`config.mk`:
```
export PLATFORM = sky130hd
export DESIGN_NAME = encoder_mt_velocity
export DESIGN_NICKNAME = d
export VERILOG_FILES = /design/src/rtl/emv_pkg.sv /design/src/rtl/encoder_mt_velocity.sv /design/src/rtl/emv_div.sv
export VERILOG_INCLUDE_DIRS = /design/src /design/src/rtl
export SDC_FILE = /design/constraint.sdc
export NUM_CORES = 2
export LEC_CHECK = 0
export ABC_AREA = 1
export BUFFER_PORTS_ARGS = -buffer_cell sky130_fd_sc_hd__buf_2
export CORE_UTILIZATION = 58
export CTS_CLUSTER_SIZE = 14
export DETAILED_ROUTE_END_ITERATION = 6
export PLACE_DENSITY = 0.8
export SETUP_SLACK_MARGIN = 0.1
export SYNTH_ARGS = -nofsm -noshare
export SYNTH_HDL_FRONTEND = slang
export SYNTH_SLANG_ARGS = --single-unit
```
`constraint.sdc`:
```
create_clock -name clk -period 12.9 [get_ports clk]
set_input_delay 1.935 -clock clk [delete_from_list [all_inputs] [get_ports clk]]
set_output_delay 1.935 -clock clk [all_outputs]
set_load 0.01 [all_outputs]
```
`src/rtl/assert_macros.svh`:
```
// Assertion helpers shared by the velocity estimator files.
// Each macro checks on the rising clock edge and stays quiet while reset is held.
`ifndef ASSERT_MACROS_SVH
`define ASSERT_MACROS_SVH

// The property must hold at every clock edge outside reset.
`define ASSERT_CLK(label, prop, msg) \
	label: assert property (@(posedge clk) disable iff (!arst_n) (prop)) else $error(msg);

// The condition must never be true at a clock edge outside reset.
`define ASSERT_NEVER(label, cond, msg) \
	label: assert property (@(posedge clk) disable iff (!arst_n) !(cond)) else $error(msg);

`endif

```
`src/rtl/emv_pkg.sv`:
```
`default_nettype none

package emv_pkg;

	localparam int TIMER_BITS_DEF = 16;
	localparam int CAP_W          = 16;
	localparam int DELTA_W        = 16;
	localparam int FACTOR_W       = 32;
	localparam int PROD_W         = DELTA_W + FACTOR_W;
	localparam int OVF_W          = 8;
	localparam int VEL_W          = 32;
	localparam int CFG_W          = 32;

	localparam logic [FACTOR_W-1:0] FACTOR_RESET  = 32'd5000000;
	localparam logic [OVF_W-1:0]    TIMEOUT_RESET = 8'd10;
	localparam logic [OVF_W-1:0]    OVF_MAX       = 8'd255;

	typedef enum logic [1:0] {
		KIND_CAPTURE  = 2'd0,
		KIND_OVERFLOW = 2'd1,
		KIND_REQUEST  = 2'd2
	} kind_t;

	typedef enum logic {
		REG_VELOCITY_FACTOR   = 1'b0,
		REG_TIMEOUT_OVERFLOWS = 1'b1
	} reg_t;

	typedef enum logic [1:0] {
		S_IDLE,
		S_MUL,
		S_DIV,
		S_PUT
	} state_t;

	typedef struct packed {
		logic [1:0]         kind;
		logic [CAP_W-1:0]   capture_value;
		logic [DELTA_W-1:0] pulse_count;
	} item_t;

	typedef struct packed {
		logic signed [VEL_W-1:0] velocity;
		logic                    timed_out;
	} result_t;

	typedef struct packed {
		logic busy;
		logic done;
	} div_stat_t;

endpackage

`default_nettype wire

```
`src/rtl/encoder_mt_velocity.sv`:
```
// Hybrid M/T encoder velocity estimator.
// Capture and overflow words are taken while idle; item_ready stays high for the next word.
// A moving request passes S_MUL (the multiply), then the one-bit-per-cycle divider; the
// quotient is latched as the divider finishes, and S_PUT loads it once the result is free.
// Other requests go straight to S_PUT; input reopens only once the result loads.
// arst_n clears the control and measurement state and loads the register defaults; the estimator starts stopped.
`default_nettype none

`include "assert_macros.svh"

module encoder_mt_velocity
	import emv_pkg::*;
#(
	parameter int TIMER_BITS = TIMER_BITS_DEF
) (
	input  wire logic             clk,
	input  wire logic             arst_n,
	// input words
	input  wire logic             item_valid,
	output      logic             item_ready,
	input  wire item_t            item,
	// result words
	output      logic             result_valid,
	input  wire logic             result_ready,
	output      result_t          result,
	// register writes
	input  wire logic             cfg_valid,
	output      logic             cfg_ready,
	input  wire logic             cfg_index,
	input  wire logic [CFG_W-1:0] cfg_data
);

	// Stored capture width: the timer value never has more bits than the field.
	localparam int CW = (TIMER_BITS < CAP_W) ? TIMER_BITS : CAP_W;
	// Elapsed time in two's complement; the positive range fits DW bits.
	localparam int DW = TIMER_BITS + OVF_W;
	localparam int EW = DW + 1;

	localparam logic [VEL_W-1:0]  VEL_MAX = {1'b0, {(VEL_W-1){1'b1}}};
	localparam logic [VEL_W-1:0]  VEL_MIN = {1'b1, {(VEL_W-1){1'b0}}};
	localparam logic [PROD_W-1:0] Q_POS_LIM = PROD_W'(VEL_MAX);
	localparam logic [PROD_W-1:0] Q_NEG_LIM = PROD_W'(VEL_MIN);

	// configuration
	logic [FACTOR_W-1:0] factor_q;
	logic [OVF_W-1:0]    timeout_q;

	// measurement state
	logic [CW-1:0]      newest_q;
	logic [CW-1:0]      prev_cap_q;
	logic [DELTA_W-1:0] prev_count_q;
	logic [OVF_W-1:0]   ovf_q;
	logic               stopped_q;

	// request in flight
	state_t             state_q, state_d;
	logic [DELTA_W-1:0] mag_q;
	logic               neg_q;
	logic [DW-1:0]      divisor_q;
	result_t            res_q;

	// result register
	logic    out_valid_q;
	result_t out_q;

	// request decode
	logic               accept;
	logic               is_req;
	logic [DELTA_W-1:0] diff;
	logic               delta_zero;
	logic               delta_neg;
	logic [DELTA_W-1:0] delta_mag;
	logic [EW-1:0]      elapsed;
	logic               elapsed_pos;
	logic               timed_out_now;
	logic               needs_div;

	// divider hookup
	logic              div_start;
	logic [PROD_W-1:0] product;
	div_stat_t         div_stat;
	logic [PROD_W-1:0] div_quot;
	logic [VEL_W-1:0]  vel_sat;
	logic              put_fire;

	assign cfg_ready = 1'b1;

	assign accept = item_valid && item_ready;
	assign is_req = (item.kind == KIND_REQUEST);

	// Signed pulse delta: 16-bit wrap, taken apart into sign and magnitude.
	assign diff       = item.pulse_count - prev_count_q;
	assign delta_zero = (diff == '0);
	assign delta_neg  = diff[DELTA_W-1];
	assign delta_mag  = delta_neg ? (~diff + 1'b1) : diff;

	// Elapsed capture time: whole timer periods plus the capture difference.
	assign elapsed = {1'b0, ovf_q, {TIMER_BITS{1'b0}}}
		+ EW'(newest_q) - EW'(prev_cap_q);
	assign elapsed_pos   = !elapsed[EW-1] && (elapsed != '0);
	assign timed_out_now = (ovf_q >= timeout_q);
	assign needs_div     = !delta_zero && !stopped_q && elapsed_pos;

	// One 16 x 32 multiply feeding the divider, latched at its start.
	assign product = PROD_W'(mag_q) * PROD_W'(factor_q);

	emv_div #(
		.DVD_W(PROD_W),
		.DSR_W(DW)
	) u_div (
		.clk     (clk),
		.arst_n  (arst_n),
		.start   (div_start),
		.dividend(product),
		.divisor (divisor_q),
		.stat    (div_stat),
		.quotient(div_quot)
	);

	// Saturate the magnitude quotient and restore the sign.
	always_comb begin
		if (!neg_q) begin
			vel_sat = (div_quot > Q_POS_LIM) ? VEL_MAX : div_quot[VEL_W-1:0];
		end else begin
			vel_sat = (div_quot > Q_NEG_LIM) ? VEL_MIN : (~div_quot[VEL_W-1:0] + 1'b1);
		end
	end

	always_ff @(posedge clk or negedge arst_n) begin
		if (!arst_n) begin
			state_q <= S_IDLE;
		end else begin
			state_q <= state_d;
		end
	end

	always_comb begin
		state_d    = state_q;
		item_ready = 1'b0;
		div_start  = 1'b0;
		put_fire   = 1'b0;
		unique case (state_q)
			S_IDLE: begin
				item_ready = 1'b1;
				if (item_valid && is_req) begin
					state_d = needs_div ? S_MUL : S_PUT;
				end
			end
			S_MUL: begin
				div_start = 1'b1;
				state_d   = S_DIV;
			end
			S_DIV: begin
				if (div_stat.done) begin
					state_d = S_PUT;
				end
			end
			S_PUT: begin
				// hold until the result register is free
				if (!out_valid_q || result_ready) begin
					put_fire = 1'b1;
					state_d  = S_IDLE;
				end
			end
			default: begin
				state_d = S_IDLE;
			end
		endcase
	end

	// configuration and measurement state
	always_ff @(posedge clk or negedge arst_n) begin
		if (!arst_n) begin
			factor_q     <= FACTOR_RESET;
			timeout_q    <= TIMEOUT_RESET;
			newest_q     <= '0;
			prev_cap_q   <= '0;
			prev_count_q <= '0;
			ovf_q        <= '0;
			stopped_q    <= 1'b1;
		end else begin
			if (cfg_valid && cfg_ready) begin
				unique case (cfg_index)
					REG_VELOCITY_FACTOR:   factor_q  <= cfg_data[FACTOR_W-1:0];
					REG_TIMEOUT_OVERFLOWS: timeout_q <= cfg_data[OVF_W-1:0];
					default: ;
				endcase
			end
			if (accept) begin
				unique case (item.kind)
					KIND_CAPTURE: begin
						newest_q <= item.capture_value[CW-1:0];
					end
					KIND_OVERFLOW: begin
						// saturate the period count
						if (ovf_q != OVF_MAX) begin
							ovf_q <= ovf_q + 1'b1;
						end
					end
					KIND_REQUEST: begin
						if (delta_zero) begin
							if (timed_out_now) begin
								stopped_q <= 1'b1;
							end
						end else begin
							// consume: advance the reference
							prev_count_q <= item.pulse_count;
							prev_cap_q   <= newest_q;
							ovf_q        <= '0;
							stopped_q    <= 1'b0;
						end
					end
					default: ;
				endcase
			end
		end
	end

	// request payload
	always_ff @(posedge clk) begin
		if (accept && is_req) begin
			mag_q           <= delta_mag;
			neg_q           <= delta_neg;
			divisor_q       <= elapsed[DW-1:0];
			res_q.velocity  <= '0;
			res_q.timed_out <= delta_zero && timed_out_now;
		end else if (state_q == S_DIV && div_stat.done) begin
			res_q.velocity  <= vel_sat;
			res_q.timed_out <= 1'b0;
		end
	end

	// result register
	always_ff @(posedge clk or negedge arst_n) begin
		if (!arst_n) begin
			out_valid_q <= 1'b0;
		end else if (put_fire) begin
			out_valid_q <= 1'b1;
		end else if (result_ready) begin
			out_valid_q <= 1'b0;
		end
	end

	always_ff @(posedge clk) begin
		if (put_fire) begin
			out_q <= res_q;
		end
	end

	assign result_valid = out_valid_q;
	assign result       = out_q;

	`ASSERT_CLK(a_idle_divider, item_ready |-> !div_stat.busy, "input open while dividing")
	`ASSERT_CLK(a_done_in_div, div_stat.done |-> (state_q == S_DIV), "divider done out of turn")
	`ASSERT_CLK(a_timeout_zero, result_valid |-> (!result.timed_out || result.velocity == '0), "timeout with nonzero velocity")

endmodule

`default_nettype wire

```
`src/rtl/emv_div.sv`:
```
`default_nettype none

`include "assert_macros.svh"

module emv_div
	import emv_pkg::*;
#(
	parameter int DVD_W = PROD_W,
	parameter int DSR_W = TIMER_BITS_DEF + OVF_W
) (
	input  wire logic             clk,
	input  wire logic             arst_n,
	input  wire logic             start,
	input  wire logic [DVD_W-1:0] dividend,
	input  wire logic [DSR_W-1:0] divisor,
	output      div_stat_t        stat,
	output      logic [DVD_W-1:0] quotient
);

	localparam int CNT_W = $clog2(DVD_W + 1);

	logic [DVD_W-1:0] dvd_q;
	logic [DSR_W-1:0] dsr_q;
	logic [DSR_W-1:0] rem_q;
	logic [CNT_W-1:0] cnt_q;
	logic             busy_q;
	logic             done_q;

	logic [DSR_W:0] rem_sh;
	logic [DSR_W:0] trial;
	logic           fits;

	// one restoring step: shift in the next dividend bit, try the subtract
	assign rem_sh = {rem_q, dvd_q[DVD_W-1]};
	assign trial  = rem_sh - {1'b0, dsr_q};
	assign fits   = !trial[DSR_W];

	always_ff @(posedge clk or negedge arst_n) begin
		if (!arst_n) begin
			busy_q <= 1'b0;
			done_q <= 1'b0;
			cnt_q  <= '0;
		end else begin
			done_q <= 1'b0;
			if (start) begin
				busy_q <= 1'b1;
				cnt_q  <= CNT_W'(DVD_W);
			end else if (busy_q) begin
				cnt_q <= cnt_q - 1'b1;
				if (cnt_q == CNT_W'(1)) begin
					busy_q <= 1'b0;
					done_q <= 1'b1;
				end
			end
		end
	end

	always_ff @(posedge clk) begin
		if (start) begin
			dvd_q <= dividend;
			dsr_q <= divisor;
			rem_q <= '0;
		end else if (busy_q) begin
			rem_q <= fits ? trial[DSR_W-1:0] : rem_sh[DSR_W-1:0];
			dvd_q <= {dvd_q[DVD_W-2:0], fits};
		end
	end

	assign stat.busy = busy_q;
	assign stat.done = done_q;
	assign quotient  = dvd_q;

	`ASSERT_CLK(a_done_after_busy, done_q |-> $past(busy_q), "divider done without a run")
	`ASSERT_NEVER(a_start_while_busy, start && busy_q, "divider restarted mid-run")
	`ASSERT_NEVER(a_done_and_busy, done_q && busy_q, "divider done while still running")

endmodule

`default_nettype wire
```
## Yosys cells after proc, flatten, opt, wreduce, memory -nomap -nowiden

Index checks and enable logic that the tools add are counted.

| storage, ports and cells | value |
|---|---|
| bits in registers | 311 |
| latch bits | 0 |
| RAM bits | 0 |
| bits in read-only memories | 0 |
| input port bits | 72 |
| logic and storage cells | 114 |
| memories kept | 0 |

| cells by class | value |
|---|---|
| add/subtract/negate cells | 8 |
| multiply operators | 1 |
| divide/modulo/power cells | 0 |
| order comparisons | 3 |
| eq/ne operators | 13 |
| shifts and indexed selects | 0 |
| mux-type cells | 33 |
| bitwise operators | 4 |
| reductions and logical operators | 29 |

Operators with widths:

| cell | number |
|---|---|
| $mux 32 | 3 |
| $mux 48 | 2 |
| $gt 48x31->1 const B | 1 |
| $gt 48x32->1 const B | 1 |
| $mul 16x32->48 | 1 |
| $add 32x1->32 const B | 1 |
| $not 32->32 | 1 |
| $add 24x16->25 | 1 |
| $reduce_bool 25->1 | 1 |
| $sub 25x16->25 | 1 |
| $sub 25x24->25 | 1 |
| $mux 24 | 1 |
| $add 16x1->16 const B | 1 |
| $logic_not 16->1 | 1 |
| $mux 1 | 16 |
| $mux 8 | 2 |
| $not 16->16 | 1 |
| $pmux 8 s2 | 1 |
| $sub 16x16->16 | 1 |
| $mux 15 | 1 |
| $mux 6 | 2 |
| $reduce_and 3->1 | 3 |
| $add 8x1->8 const B | 1 |
| $ge 8x8->1 | 1 |
| other kinds (17) | 45 |

## Longest topological paths before layout

| logic depth | value |
|---|---|
| word-level depth | 8 |
| gate-level depth with buffers | 30 |
| gate-level depth less buffers | 28 |

## Cells and area by module

A second synthesis with hierarchy kept.

| second synthesis, totals | value |
|---|---|
| cells, all modules | 4546 |
| area, all modules | 34690.8 sq um |

Modules (own cells, without submodules):

| module | times used | cells each | area an instance (sq um) |
|---|---|---|---|
| encoder_mt_velocity | 1 | 3702 | 28474.8 |
| emv_div | 1 | 844 | 6216.0 |

## Worst setup path before layout

Ideal clock, no wire load.

| timing path | value |
|---|---|
| kind | reg-to-reg |
| start | reg factor_q[11] |
| end | reg u_div.dvd_q[40] (netlist: u_div.quotient[40]) (data pin) |
| library setup time | 0.254 ns |
| arrival | 5.872 ns |
| slack | 6.774 ns |
| cell stages (with the launch flop) | 22 |
| path buffers | 2 |
| path through | dfstp_2 -> clkbuf_1 -> clkbuf_1 -> nand2_1 -> fa_1 -> inv_1 -> fa_1 -> fa_1 -> fa_1 -> fa_1 -> inv_1 -> fa_1 -> inv_1 -> ha_1 -> a21oi_1 -> a21boi_0 -> o21ai_0 -> o21ai_0 -> nand3_1 -> or2_2 -> nand3_1 -> nand2_1 |

| between the ends | value |
|---|---|
| cells in the longest elaborated chain, start to end | 2 |

Ends and longest elaborated chain:

| what | RTL line | source |
|---|---|---|
| start: declaration | encoder_mt_velocity.sv:45 | `logic [FACTOR_W-1:0] factor_q;` |
| start signal: assignment | encoder_mt_velocity.sv:184 | `REG_VELOCITY_FACTOR: factor_q <= cfg_data[FACTOR_W-1:0];` |
| $mul 16x32->48 | encoder_mt_velocity.sv:105 | `assign product = PROD_W'(mag_q) * PROD_W'(factor_q);` |
| $mux 48 | emv_div.sv:59 | `if (start) begin` |
| end signal: assignment | emv_div.sv:60 | `dvd_q <= dividend;` |
| end signal: assignment | emv_div.sv:65 | `dvd_q <= {dvd_q[DVD_W-2:0], fits};` |
| end: declaration | emv_div.sv:22 | `logic [DVD_W-1:0] dvd_q;` |

Every way passes these cells.
A chain may end at the register's enable or synchronous reset.

## Final worst setup path

| timing path | value |
|---|---|
| start | reg factor_q[6] |
| end | reg u_div.dvd_q[20] (netlist: u_div.quotient[20]) (data pin) |

The elaborated chain is that of the path after synthesis.

==> flow_metrics.env <==
export IMPL_cts_tree="done"
export IMPL_multi_input_comb_area_um2=21200
export IMPL_critPathKind="reg -> reg"
export IMPL_final_common_cell="nand2_1"
export IMPL_cp_start_kind="register"
export IMPL_syn_inst=4380
export IMPL_min_path_cells=0
export IMPL_hold_end="u_div.dsr_q[20]"
export IMPL_area_growth_pct=6.86
export IMPL_path_clk_slew_ps=70
export IMPL_grt_pass1_wl_mm=146
export IMPL_instances_no_fill=5188
export IMPL_seq_area_um2=8250
export IMPL_grt_util_all_layers_pct=30.6
export IMPL_fp_dieW_um=244
export IMPL_required_ps=13190
export IMPL_grt_pass1_vias=28700
export IMPL_gp_congestion=1.01
export IMPL_max_cap_violations=0
export IMPL_root_buffer="clkbuf_16"
export IMPL_nFillCells=4969
export IMPL_hp_class="reg -> reg"
export IMPL_finClkSkew_ps=38.9
export IMPL_ys_top_cells_by_area="fa_1 25%, edfxtp_1 13%, nand2_1 13%"
export IMPL_cp_max_fo=18
export IMPL_clock_sinks=311
export IMPL_maxSlewViolCount=0
export IMPL_finalWorstSetupSlack_ps=6040
export IMPL_synth_cell_types=56
export IMPL_end_kind="register"
export IMPL_drive_gt1_share_pct=6.54
export IMPL_synth_edff_count=147
export IMPL_antenna_found_initial=4
export IMPL_fmax_mhz=146
export IMPL_ys_seq_elements=311
export IMPL_cts_buffers=36
export IMPL_synth_nets=5070
export IMPL_hold_buffers=0
export IMPL_port_buffers=106
export IMPL_final_setup_tns_ps=0
export IMPL_place_ws_ps=6230
export IMPL_hp_start="divisor_q[20]"
export IMPL_cts_repair_resized=0
export IMPL_arrival_ps=7150
export IMPL_tightest_slew_ps=1110
export IMPL_clock_path_buffers=3
export IMPL_hold_viol=0
export IMPL_design_portCount=108
export IMPL_rr_endpoint="u_div.quotient[20]"
export IMPL_htreeDepth=2
export IMPL_routedWlPerCell_um=16.9
export IMPL_synth_top_area_share_pct=24.8
export IMPL_synthArstFlopShare_pct=34.7
export IMPL_avgSynthCellArea_um2=7.77
export IMPL_dp_cells=5119
export IMPL_setup_viol=0
export IMPL_first_iter_violations=2230
export IMPL_outcome="completed"
export IMPL_r2r_start="factor_q[6]"
export IMPL_synth_top_area_cell="fa_1"
export IMPL_rows=88
export IMPL_dr_total_vias=28000
export IMPL_grt_overflow_total=0
export IMPL_slew_headroom_pct=25.9
export IMPL_cts_setup_buffers=0
export IMPL_core_um2=57800
export IMPL_finalCritPeriodShare_pct=53.1
export IMPL_reg2reg_slack_ps=6040
export IMPL_synth_seq_area_share_pct=24.2
export IMPL_clock_latency_ps=580
export IMPL_fp_dieH_um=244
export IMPL_die_area_um2=59600
export IMPL_nNetsFinal=5082
export IMPL_route_detailed_drc=0
export IMPL_start_util_pct=58.9
export IMPL_synth_cell_area_um2=34000
export IMPL_r2r_cells=21
export IMPL_first_pass_iters=6
export IMPL_synthFlopType="edfxtp_1"
export IMPL_routed_wl_mm=87.7
export IMPL_final_antenna_net_count=0
export IMPL_yosys_warnings=0
export IMPL_mostFrequentLayoutCells="1146 x nand2_1, 1035 x inv_1, 421 x fa_1"
export IMPL_grt_max_degree=72
export IMPL_fin_crit_ps=6860
export IMPL_rsz0062_at_grt="no"
export IMPL_avgViaCountPerCell=5.40
export IMPL_dp_hpwl_mm=66.5
## area by class of cell
type | instances | share of cell area [%]
Antenna cell | 3 | 0.0206
Clock buffer | 50 | 2.82
Clock inverter | 16 | 0.533
Inverter | 1043 | 10.8
Multi-Input combinational cell | 2860 | 58.4
Sequential cell | 311 | 22.7
Tap cell | 765 | 2.63
Timing Repair Buffer | 140 | 2.17
## through the flow
step           util (%)  hold slack (ps)  instance area, µm²
2_1_floorplan         -              400               34000
3_3_place_gp       60.8              403               35100
3_5_place_dp       60.8              405               35100
4_1_cts            62.9              419               36400
5_1_grt            62.9              425               36400
6_report           62.9              418               36400
## cell families after synthesis
family,count (synthesis),share of synthesized area (%)
buffers and inverters,1209,13.4
AND/OR/NAND/NOR,1672,20.0
flip-flops,311,24.2
AO/OA/AOI/OAI,473,7.56
multiplexers,24,0.794
adder cells (fa/ha/maj),618,32.0
other,1,0.0110
XOR/XNOR,72,1.94
## synth_stat cells (47+ instances only)
library cell,instances
nand2_1,1146
inv_1,1035
fa_1,421
nor2_1,256
ha_1,197
a21oi_1,178
o21ai_0,167
edfxtp_1,147
clkbuf_1,146
nand3_1,136
dfrtp_1,97
dfxtp_1,56
nand4_1,47
## critical path, cell delays in order, from the launching register on
cell	delay [ps]
dfstp_2	920
nand2_1	110
inv_1	100
fa_1	430
inv_1	100
fa_1	420
fa_1	480
fa_1	510
inv_1	60
fa_1	530
inv_1	60
fa_1	530
inv_1	50
ha_1	360
nand2_1	200
inv_1	60
a21oi_1	270
nand2_1	230
a21oi_1	340
o21ai_0	300
xnor2_1	340
o21ai_0	120
## sequential cells by signal, indices dropped and copies added (netlist names), 2 cells and up
signal / count
divisor_q: 24
factor_q: 32
mag_q: 16
newest_q: 16
ovf_q: 8
prev_cap_q: 16
prev_count_q: 16
res_q: 33
result: 33
state_q: 2
timeout_q: 8
u_div.cnt_q: 6
u_div.dsr_q: 24
u_div.quotient: 48
u_div.rem_q: 24
## per-layer routing
metal / vias to the layer above / GRT usage [%] / part of all wire [%]
li1: 13200 / - / -
met1: 13400 / 40.0 / 41
met2: 1138 / 51.4 / 48
met3: 234 / 4.83 / 7.7
met4: 4 / 11.3 / 3.6
met5: - / 0 / 0.026
## how the worst max path moves through the flow
stage,slack [ps],cells after the start,endpoint,start
global route,5800,21,u_div.quotient[20],factor_q[6]
finish,6040,21,u_div.quotient[20],factor_q[6]
floorplan,6770,21,u_div.quotient[40],factor_q[11]
CTS,6180,21,u_div.quotient[20],factor_q[6]
detailed placement,6230,21,u_div.quotient[20],factor_q[6]
global placement,6320,20,u_div.quotient[24],factor_q[2]
Power is left out: the tool's default activity adds up to more than one toggle a clock period on the data nets, which glitch-free logic cannot reach.
